### config.mk
export PLATFORM = sky130hd
export DESIGN_NAME = k_combination_generator
export DESIGN_NICKNAME = d
export VERILOG_FILES = /design/src/rtl/kcg_pkg.sv /design/src/rtl/kcg_cell.sv /design/src/rtl/k_combination_generator.sv
export SDC_FILE = /design/constraint.sdc
export NUM_CORES = 1
export LEC_CHECK = 0
export ABC_CLOCK_PERIOD_IN_PS = 17640
export BUFFER_PORTS_ARGS = -buffer_cell sky130_fd_sc_hd__buf_2
export CELL_PAD_IN_SITES_DETAIL_PLACEMENT = 1
export CELL_PAD_IN_SITES_GLOBAL_PLACEMENT = 2
export CORE_ASPECT_RATIO = 1.1
export CORE_MARGIN = 10
export CORE_UTILIZATION = 40
export CTS_CLUSTER_SIZE = 16
export DETAILED_ROUTE_END_ITERATION = 7
export PLACE_DENSITY = 0.89
export REMOVE_ABC_BUFFERS = 1
export SETUP_SLACK_MARGIN = 0.1
export SLEW_MARGIN = 10
export SYNTH_ARGS = -nofsm -noshare
export SYNTH_HDL_FRONTEND = slang
export SYNTH_HIERARCHICAL = 1
export SYNTH_SLANG_ARGS = --single-unit
### constraint.sdc
create_clock -name clk -period 17.64 [get_ports clk]
set_clock_uncertainty 0.05 [all_clocks]
set_input_delay 0.882 -clock clk [delete_from_list [all_inputs] [get_ports clk]]
set_output_delay 0.882 -clock clk [all_outputs]
set_load 0.01 [all_outputs]
### src/rtl/kcg_pkg.sv
package kcg_pkg;

	localparam int MAX_ELEMENTS = 16;
	localparam int KMAX         = 16;
	localparam int ELEM_W       = 5;
	localparam int POS_W        = 4;
	localparam int CEIL_W       = ELEM_W + 1;
	localparam int CFG_IDX_W    = 4;
	localparam int CFG_DATA_W   = 5;

	localparam logic [CFG_IDX_W-1:0] REG_SET_SIZE     = CFG_IDX_W'(0);
	localparam logic [CFG_IDX_W-1:0] REG_CHOOSE_COUNT = CFG_IDX_W'(1);

	typedef enum logic {
		ST_IDLE,
		ST_EMIT
	} state_t;

	typedef enum logic [1:0] {
		MODE_FILL,
		MODE_ADVANCE,
		MODE_EXHAUST
	} mode_t;

	// broadcast to every cell of the row
	typedef struct packed {
		logic              shift;
		logic [ELEM_W-1:0] k;
		logic [CEIL_W-1:0] ceil_base;
	} cell_ctrl_t;

endpackage

### src/rtl/kcg_cell.sv
module kcg_cell (
	input  logic                      clk,
	input  logic                      arst_n,
	input  logic [kcg_pkg::POS_W-1:0]  idx,
	input  kcg_pkg::cell_ctrl_t        ctrl,
	input  logic [kcg_pkg::ELEM_W-1:0] right_val,
	input  logic [kcg_pkg::ELEM_W-1:0] wrap_val,
	input  logic                      grow_in,
	output logic [kcg_pkg::ELEM_W-1:0] val,
	output logic                      grow_out,
	output logic                      pivot
);
	import kcg_pkg::*;

	logic [ELEM_W-1:0] elem_q;
	logic              active;
	logic              is_last;
	logic [CEIL_W-1:0] ceiling;
	logic              can_grow;

	assign active   = {1'b0, idx} < ctrl.k;
	assign is_last  = {1'b0, idx} == (ctrl.k - ELEM_W'(1));
	// ceiling of position idx is n - k + idx + 1
	assign ceiling  = ctrl.ceil_base + CEIL_W'(idx);
	assign can_grow = active && ({1'b0, elem_q} < ceiling);

	// rightmost growing cell: nothing to its right can grow
	assign grow_out = grow_in | can_grow;
	assign pivot    = can_grow & ~grow_in;
	assign val      = elem_q;

	always_ff @(posedge clk or negedge arst_n) begin
		if (!arst_n) begin
			elem_q <= '0;
		end else if (ctrl.shift && active) begin
			elem_q <= is_last ? wrap_val : right_val;
		end
	end

endmodule

### src/rtl/k_combination_generator.sv
// Lexicographic k-combination generator over the elements 1..n.
// Configuration: set_size (index 0) and choose_count (index 1) are written through
// cfg_wen/cfg_index/cfg_data; the user must write them only while the block is
// idle; the block does not enforce it. A write to either restarts the enumeration
// from 1..k on the next request. Input channel (in_valid/in_ready): one transaction per
// request, restart=1 gives the first combination, restart=0 the next one.
// Output channel (out_valid/out_ready): k transactions per request, smallest
// element first, the final one flagged by last_of_combination. When no
// combination is left, or k is outside 1..min(n,16), a single transaction
// with exhausted=1 is given instead.
// A request is taken while the block is idle; its results leave through the
// output register one per cycle while the receiver does not stall. The
// elements sit in a ring of cells that rotates once per emitted element;
// the pivot search runs while idle and the refill is applied at the ring's
// wrap point.
// A stall of out_ready freezes the ring; the next request is taken as soon
// as the final result of the current one is in the output register.
// Reset clears the ring, the started/done flags and the output valid flag,
// and loads n=5, k=3.
module k_combination_generator (
	input  logic                          clk,
	input  logic                          arst_n,
	input  logic                          cfg_wen,
	input  logic [kcg_pkg::CFG_IDX_W-1:0]  cfg_index,
	input  logic [kcg_pkg::CFG_DATA_W-1:0] cfg_data,
	input  logic                          in_valid,
	output logic                          in_ready,
	input  logic                          restart,
	output logic                          out_valid,
	input  logic                          out_ready,
	output logic [kcg_pkg::ELEM_W-1:0]     element,
	output logic [kcg_pkg::POS_W-1:0]      position,
	output logic                          last_of_combination,
	output logic                          exhausted
);
	import kcg_pkg::*;

	logic [ELEM_W-1:0] set_size_q;
	logic [ELEM_W-1:0] choose_count_q;
	logic              started_q;
	logic              done_q;
	state_t            state_q;
	state_t            state_d;
	mode_t             mode_q;
	logic [POS_W-1:0]  cnt_q;
	logic [POS_W-1:0]  pivot_q;
	logic [ELEM_W-1:0] prev_q;

	logic              out_valid_q;
	logic [ELEM_W-1:0] element_q;
	logic [POS_W-1:0]  position_q;
	logic              last_q;
	logic              exhausted_q;

	logic              accept;
	logic              step;
	logic              emit_end;
	logic              is_final;
	logic [ELEM_W-1:0] n_eff;
	logic              k_ok;
	logic [ELEM_W-1:0] new_val;
	cell_ctrl_t        ctrl;

	logic [ELEM_W-1:0] cell_val [KMAX];
	logic              grow     [KMAX+1];
	logic [KMAX-1:0]   pivot_vec;
	logic [POS_W-1:0]  pivot_idx;

	assign n_eff = (32'(set_size_q) > MAX_ELEMENTS) ? ELEM_W'(MAX_ELEMENTS) : set_size_q;
	assign k_ok  = (choose_count_q != '0) && (choose_count_q <= n_eff)
		&& (32'(choose_count_q) <= KMAX);

	assign ctrl.shift     = step && (mode_q != MODE_EXHAUST);
	assign ctrl.k         = choose_count_q;
	assign ctrl.ceil_base = {1'b0, n_eff} - {1'b0, choose_count_q} + CEIL_W'(1);

	assign grow[KMAX] = 1'b0;

	for (genvar i = 0; i < KMAX; i++) begin : g_cell
		logic [ELEM_W-1:0] right;
		if (i == KMAX - 1) begin : g_end
			assign right = '0;
		end else begin : g_mid
			assign right = cell_val[i+1];
		end
		kcg_cell u_cell (
			.clk      (clk),
			.arst_n   (arst_n),
			.idx      (POS_W'(i)),
			.ctrl     (ctrl),
			.right_val(right),
			.wrap_val (new_val),
			.grow_in  (grow[i+1]),
			.val      (cell_val[i]),
			.grow_out (grow[i]),
			.pivot    (pivot_vec[i])
		);
	end

	always_comb begin
		pivot_idx = '0;
		for (int i = 0; i < KMAX; i++) begin
			if (pivot_vec[i]) begin
				pivot_idx = pivot_idx | POS_W'(i);
			end
		end
	end

	// value emitted and written back at the wrap point in place of the element leaving cell 0
	always_comb begin
		unique case (mode_q)
			MODE_FILL: new_val = ELEM_W'(cnt_q) + ELEM_W'(1);
			MODE_ADVANCE: begin
				priority if (cnt_q < pivot_q) begin
					new_val = cell_val[0];
				end else if (cnt_q == pivot_q) begin
					new_val = cell_val[0] + ELEM_W'(1);
				end else begin
					new_val = prev_q + ELEM_W'(1);
				end
			end
			default: new_val = '0;
		endcase
	end

	assign is_final = (mode_q == MODE_EXHAUST)
		|| ({1'b0, cnt_q} == (choose_count_q - ELEM_W'(1)));

	// next state
	always_comb begin
		state_d = state_q;
		unique case (state_q)
			ST_IDLE: if (in_valid) state_d = ST_EMIT;
			ST_EMIT: if (step && is_final) state_d = ST_IDLE;
			default: state_d = ST_IDLE;
		endcase
	end

	// outputs of the state machine
	always_comb begin
		in_ready = 1'b0;
		step     = 1'b0;
		unique case (state_q)
			ST_IDLE: in_ready = 1'b1;
			ST_EMIT: step = !out_valid_q || out_ready;
			default: ;
		endcase
	end

	assign accept   = in_valid && in_ready;
	assign emit_end = step && is_final;

	always_ff @(posedge clk or negedge arst_n) begin
		if (!arst_n) begin
			state_q <= ST_IDLE;
		end else begin
			state_q <= state_d;
		end
	end

	always_ff @(posedge clk or negedge arst_n) begin
		if (!arst_n) begin
			set_size_q     <= ELEM_W'(5);
			choose_count_q <= ELEM_W'(3);
			started_q      <= 1'b0;
			done_q         <= 1'b0;
			mode_q         <= MODE_FILL;
			cnt_q          <= '0;
			pivot_q        <= '0;
		end else begin
			if (accept) begin
				cnt_q   <= '0;
				pivot_q <= pivot_idx;
				priority if (!k_ok) begin
					mode_q    <= MODE_EXHAUST;
					started_q <= 1'b1;
					done_q    <= 1'b1;
				end else if (restart || !started_q) begin
					mode_q    <= MODE_FILL;
					started_q <= 1'b1;
					done_q    <= 1'b0;
				end else if (done_q) begin
					mode_q <= MODE_EXHAUST;
				end else if (pivot_vec == '0) begin
					mode_q <= MODE_EXHAUST;
					done_q <= 1'b1;
				end else begin
					mode_q <= MODE_ADVANCE;
				end
			end else if (step && !emit_end) begin
				cnt_q <= cnt_q + POS_W'(1);
			end
			if (cfg_wen) begin
				if (cfg_index == REG_SET_SIZE) begin
					set_size_q <= cfg_data;
					started_q  <= 1'b0;
					done_q     <= 1'b0;
				end else if (cfg_index == REG_CHOOSE_COUNT) begin
					choose_count_q <= cfg_data;
					started_q      <= 1'b0;
					done_q         <= 1'b0;
				end
			end
		end
	end

	always_ff @(posedge clk) begin
		if (step) begin
			prev_q <= new_val;
		end
	end

	always_ff @(posedge clk or negedge arst_n) begin
		if (!arst_n) begin
			out_valid_q <= 1'b0;
		end else if (step) begin
			out_valid_q <= 1'b1;
		end else if (out_ready) begin
			out_valid_q <= 1'b0;
		end
	end

	always_ff @(posedge clk) begin
		if (step) begin
			element_q   <= new_val;
			position_q  <= (mode_q == MODE_EXHAUST) ? '0 : cnt_q;
			last_q      <= is_final;
			exhausted_q <= (mode_q == MODE_EXHAUST);
		end
	end

	assign out_valid           = out_valid_q;
	assign element             = element_q;
	assign position            = position_q;
	assign last_of_combination = last_q;
	assign exhausted           = exhausted_q;

endmodule

==> impl_results.md, run 1 <==
* Status: finished, final reports clean
* Die H at 213.6 um
* CTS buffer count at 17
* Post-route ant nets at 0
* P&R area growth vs syn at 15.42%
* Routed length per instance at 18.02 um
* Warnings, synthesis at 6
* Most frequent cells in the layout: 229 x ha_1, 199 x conb_1, 198 x inv_1
* CP required at 17.88 ns
* Post-Synthesis Cells at 1514
* Minimum setup slack in the final design at 9.871 ns
* Post-DP HPWL at 30080 um
* Vias in the first global route at 12530
* Antenna diode count at 0
* Die area at 41870 um^2
* Final slew viol count at 0
* RD Place Congestion at 0.8411
* Multi-input gate area at 10660 um^2
* Starting Density at 40.74%
* Worst path max stage delay at 0.51 ns
* Largest net degree at the start of global routing at 65
* Max Buffers Root-to-Sink at 2
* Initial antenna violation count at 1
* DRC viols at 0
* Reg2Reg Launch Point: set_size_q[4]$_DFFE_PN0P_
* Slew @ Worst Pin at 1.083 ns
* Syn_area_per_cell at 9.002 um^2
* FF-to-FF End: done_q$_DFF_PN0_
* Via count at 11630
* P_leak at 8.165 nW
* CP Class: register to register
* Cell count of the worst reg-to-reg path at 37
* Clock root buffer: clkbuf_16
* Cts hold-fix bufs at 0
* Final net count at 2014
* FF+latch area at 2942 um^2
* Clock sink total at 115
* Peak Freq at 0.1287 GHz
* Final hold vios at 0
* CTS clk-pin slew, worst paths at 0.07 ns
* Worst path bufs/invs at 7
* Crit path launch type: register
* Total power at 3.219 mW
* Final setup viols at 0
* Post-route minimum period at 7.769 ns
* RSZ-0062 raised after global routing: no
* Post-cts sizing count at 0
* Crit end category: register
* Routed WL at 39620 um
* First-pass GRT wire length at 64810 um
* CP arrival at 8.01 ns
* Reg power frac at 16.2%
* Worst-path fanout max at 32
* Slowest-stage cell, CP: a2111oi_0
* Total gr overflow at 0
* Die Wd at 196 um
* Most common cell after layout, fill and taps aside: ha_1
* WP depth at 37
* Max_cap viols at 0
* Fin crit share at 44.04%
* Switching Share at 51.85%
* Top delay family on crit path: compound AO/OA/AOI/OAI gates
* DR iter-0 viols at 389
* Layout fillers at 4049
* Htree depth at 4
* # IOs at 28
* Worst min path class: primary input to asynchronous set/reset pin
* Post-CTS Repair Setup Buffers at 0
* Place WS at 9.901 ns
* Setup total negative slack at 0 ns
* Critical Path End: done_q$_DFF_PN0_
* Share of cells above drive strength 1 at 8.489%
* CTS tree: done
* Number of iterations in the first detailed-routing pass at 5
* Power Dens Cells at 204.6 nW/um^2
* Worst Setup SP: set_size_q[4]$_DFFE_PN0P_
* NetSw at 1.669 mW
* Clock power share at 11.1%
* R2R Setup Slk at 9.87 ns
* Combinational share of power at 72.7%
* Max-slew headroom at 27.78%
* Rows at 70
* DR vias/cell at 5.290
* VDD IR-drop max at 97.55 uV
* GRT Resource Usage Total at 19.27%
* Synthesized area at 13630 um^2
* Internal at 1.550 mW
* Core area at 33460 um^2
* Cell mode on critical path: nand3b_1
* Clk Latency, worst-skew pair at 0.43 ns
* Buffers added on ports at 27
==> power groups by stage <==
stage               sequential, mW  clock, mW  combinational [mW]
finish                       0.522      0.356                2.34
global route                 0.541      0.374                2.67
CTS                          0.524      0.363                2.35
detailed placement           0.527          0                2.32
global placement             0.523          0                2.21
floorplan                    0.504          0                1.70
==> stage by stage <==
stage	instance area, um^2	utilization, %	hold slack [ns]	std cells
floorplan	14300	-	0.4306	1692
global placement	15150	45.27	0.4447	2167
detailed placement	15150	45.27	0.4511	2167
CTS	15730	47.02	0.4116	2199
global route	15730	47.02	0.4247	2199
finish	15730	47.02	0.3964	2199
==> worst min-delay path by stage <==
stage / start / end / cells past startpoint
global placement: set_size_q[1]$_DFFE_PN0P_ / set_size_q[1]$_DFFE_PN0P_ / 1
CTS: arst_n / choose_count_q[2]$_DFFE_PN0P_ / 1
finish: arst_n / choose_count_q[2]$_DFFE_PN0P_ / 1
detailed placement: set_size_q[3]$_DFFE_PN0P_ / set_size_q[3]$_DFFE_PN0P_ / 1
global route: arst_n / choose_count_q[2]$_DFFE_PN0P_ / 1
floorplan: set_size_q[1]$_DFFE_PN0P_ / set_size_q[1]$_DFFE_PN0P_ / 1
==> sequential cells by signal, summed over array words and instances, names as in the netlist <==
signal and count:
g_cell.u_cell/val 80, choose_count_q 5, element 5, set_size_q 5, cnt_q 4, pivot_q 4, position 4, mode_q 2
done_q 1, exhausted 1, last_of_combination 1, out_valid 1, started_q 1, state_q 1
==> metal layers <==
| layer | routed length, um | GRT usage [%] | vias to the layer above |
|---|---|---|---|
| met2 | 21400 | 37.84 | 127 |
| met3 | 907 | 2.546 | 47 |
| li1 | - | - | 5643 |
| met5 | 11 | 0 | - |
| met4 | 820 | 5.216 | 2 |
| met1 | 16490 | 21.08 | 5814 |
==> layout make-up <==
type / instances / area share (%)
Inverter: 198 / 4.724
Timing Repair Buffer: 43 / 1.638
Clock inverter: 15 / 1.018
Multi-Input combinational cell: 1379 / 67.78
Sequential cell: 115 / 18.70
Clock buffer: 17 / 2.704
Tap cell: 432 / 3.436
(Power assumes the default switching activity.)
==> run 2, diff against run 1 <==
--- a/config.mk
+++ b/config.mk
@@ -5,7 +5,7 @@
 export SDC_FILE = /design/constraint.sdc
 export NUM_CORES = 1
 export LEC_CHECK = 0
-export ABC_CLOCK_PERIOD_IN_PS = 17640
+export ABC_CLOCK_PERIOD_IN_PS = 8000
 export BUFFER_PORTS_ARGS = -buffer_cell sky130_fd_sc_hd__buf_2
 export CELL_PAD_IN_SITES_DETAIL_PLACEMENT = 1
 export CELL_PAD_IN_SITES_GLOBAL_PLACEMENT = 2
==> constraint.sdc (replaced) <==
create_clock -name clk -period 8 [get_ports clk]
set_clock_uncertainty 0.05 [all_clocks]
set_input_delay 0.4 -clock clk [delete_from_list [all_inputs] [get_ports clk]]
set_output_delay 0.4 -clock clk [all_outputs]
set_load 0.01 [all_outputs]
==> run 2 against run 1 <==
Clock power grew 110%. Die area is the same. Maximum frequency grew 4.3%. Final area grew 0.28%. Non-clock buffer count grew 7. Register-to-register slack lost 9.3 ns. Global-route usage grew 0.41 points. Sequential share of layout area shrank 0.052 points. Worst hold slack lost 0.21 ns.
==> impl_results.md, run 2 (same netlist as run 1, synthesis figures left out) <==
* Status: finished, final reports clean
* Post-CTS Repair Setup Buffers at 0
* Via count at 11600
* CTS buffer count at 17
* P&R area growth vs syn at 15.74%
* CP required at 8.24 ns
* DR vias/cell at 5.259
* Post-route cell area at 15780 um^2
* CTS tree: done
* Slowest-stage cell, CP: dfrtp_1
* First-pass GRT wire length at 66010 um
* Clk Latency, worst-skew pair at 0.43 ns
* Core area at 33460 um^2
* Flip-flop count of the largest register after layout at 80
* CP arrival at 7.69 ns
* Peak Freq at 0.1342 GHz
* Max-slew headroom at 9.191%
* Routed length per instance at 18.26 um
* Die H at 213.6 um
* Worst-path fanout max at 15
* Worst min path class: primary input to register
* CP Class: register to register
* Final slew viol count at 0
* Post-route ant nets at 0
* Final net count at 2021
* Max Buffers Root-to-Sink at 2
* Number of iterations in the first detailed-routing pass at 5
* Max_cap viols at 0
* Initial antenna violation count at 0
* Crit end category: register
* Die area at 41870 um^2
* Htree depth at 4
* Placed cell areas at 15190 um^2
* CTS clk-pin slew, worst paths at 0.06 ns
* Minimum setup slack in the final design at 0.5505 ns
* Vias in the first global route at 12610
* Clock root buffer: clkbuf_16
* Crit path launch type: register
* Slew @ Worst Pin at 1.362 ns
* Die Wd at 196 um
* RD Place Congestion at 0.8590
* Post-route minimum period at 7.449 ns
* DR iter-0 viols at 496
* Total power at 7.133 mW
* RSZ-0062 raised after global routing: no
* GRT Resource Usage Total at 19.68%
* VDD IR-drop max at 252.1 uV
* Final hold vios at 0
* Clock sink total at 115
* Starting Density at 40.74%
* Setup total negative slack at 0 ns
* Routed WL at 40290 um
* Place WS at 0.3379 ns
* Power Dens Cells at 452.2 nW/um^2
* Buffers added on ports at 27
* Most common cell after layout, fill and taps aside: ha_1
* Most frequent cells in the layout: 228 x ha_1, 199 x conb_1, 198 x inv_1
* P_leak at 8.184 nW
* Cell mode on critical path: nand3b_1
* Post-layout util at 47.15%
* Largest net degree at the start of global routing at 66
* Share of cells above drive strength 1 at 8.794%
* Total gr overflow at 0
* Fin crit share at 93.12%
* DRC viols at 0
* Worst path max stage delay at 0.40 ns
* Post-DP HPWL at 30240 um
* Rows at 70
* # IOs at 28
* Final setup viols at 0
* Antenna diode count at 0
run 2: cell count changes in the layout (fill, tap and decap cells not counted), sizes merged:
cell	delta
clkinvlp	+2
clkinv	+6
buf	+6
dlygate4sd3	+1
bufinv	+1
inv	-9
run 2: final cells by class:
class,instances,area (um^2)
Clock buffer,17,425.4
Clock inverter,15,140.1
Fill cell,4005,17680
Inverter,198,743.2
Multi-Input combinational cell,1379,10670
Sequential cell,115,2942
Tap cell,432,540.5
Timing Repair Buffer,50,312.8
run 2: critical path: cells and delay by family (launching register included):
family                   cells  cell delay (ns)
flip-flops                   1             0.40
AO/OA/AOI/OAI               11             2.52
buffers and inverters        5             0.62
adder cells (fa/ha/maj)      5             1.31
AND/OR/NAND/NOR             13             2.16
XOR/XNOR                     2             0.25
run 2: repair_timing:
action / 4_1_cts / 5_1_grt
hold endpoints to repair: 39 / 0
endpoints found under the setup margin: 0 / 2
hold buffers: 1 / 0
gates resized for setup: 0 / 3
run 2: report_power, final:
group          internal, mW  leakage (nW)  switching [mW]
clock network         0.454         0.270           0.308
logic                  2.13          6.64            3.10
registers             0.867          1.27           0.275
run 2: per-layer routing:
layer	vias up	routed length, um	GRT usage, %
met5	-	0	0
met4	0	1056	6.507
met3	49	962	2.499
met2	122	20710	36.37
met1	5789	17560	22.99
li1	5642	-	-
run 2: per-stage QoR:
step,cells,hold WS [ns]
2_1_floorplan,1692,0.05441
3_3_place_gp,2173,0.3737
3_5_place_dp,2173,0.3796
4_1_cts,2206,0.1750
5_1_grt,2206,0.1924
6_report,2206,0.1844
run 2: worst paths after layout:
check | start | depth (start not counted) | slack [ns] | endpoint
worst max-delay path | set_size_q[4]$_DFFE_PN0P_ | 36 | 0.55 | done_q$_DFF_PN0_
worst min-delay path | out_ready | 3 | 0.18 | out_valid$_DFFE_PN0P_
worst max register to register | set_size_q[4]$_DFFE_PN0P_ | 36 | 0.55 | done_q$_DFF_PN0_
worst min register to register | started_q$_DFF_PN0_ | 2 | 0.47 | started_q$_DFF_PN0_
max in group asynchronous | arst_n | 3 | 6.07 | choose_count_q[4]$_DFFE_PN0P_
min in group asynchronous | arst_n | 2 | 0.45 | g_cell[5].u_cell/val[2]$_DFFE_PN0P_
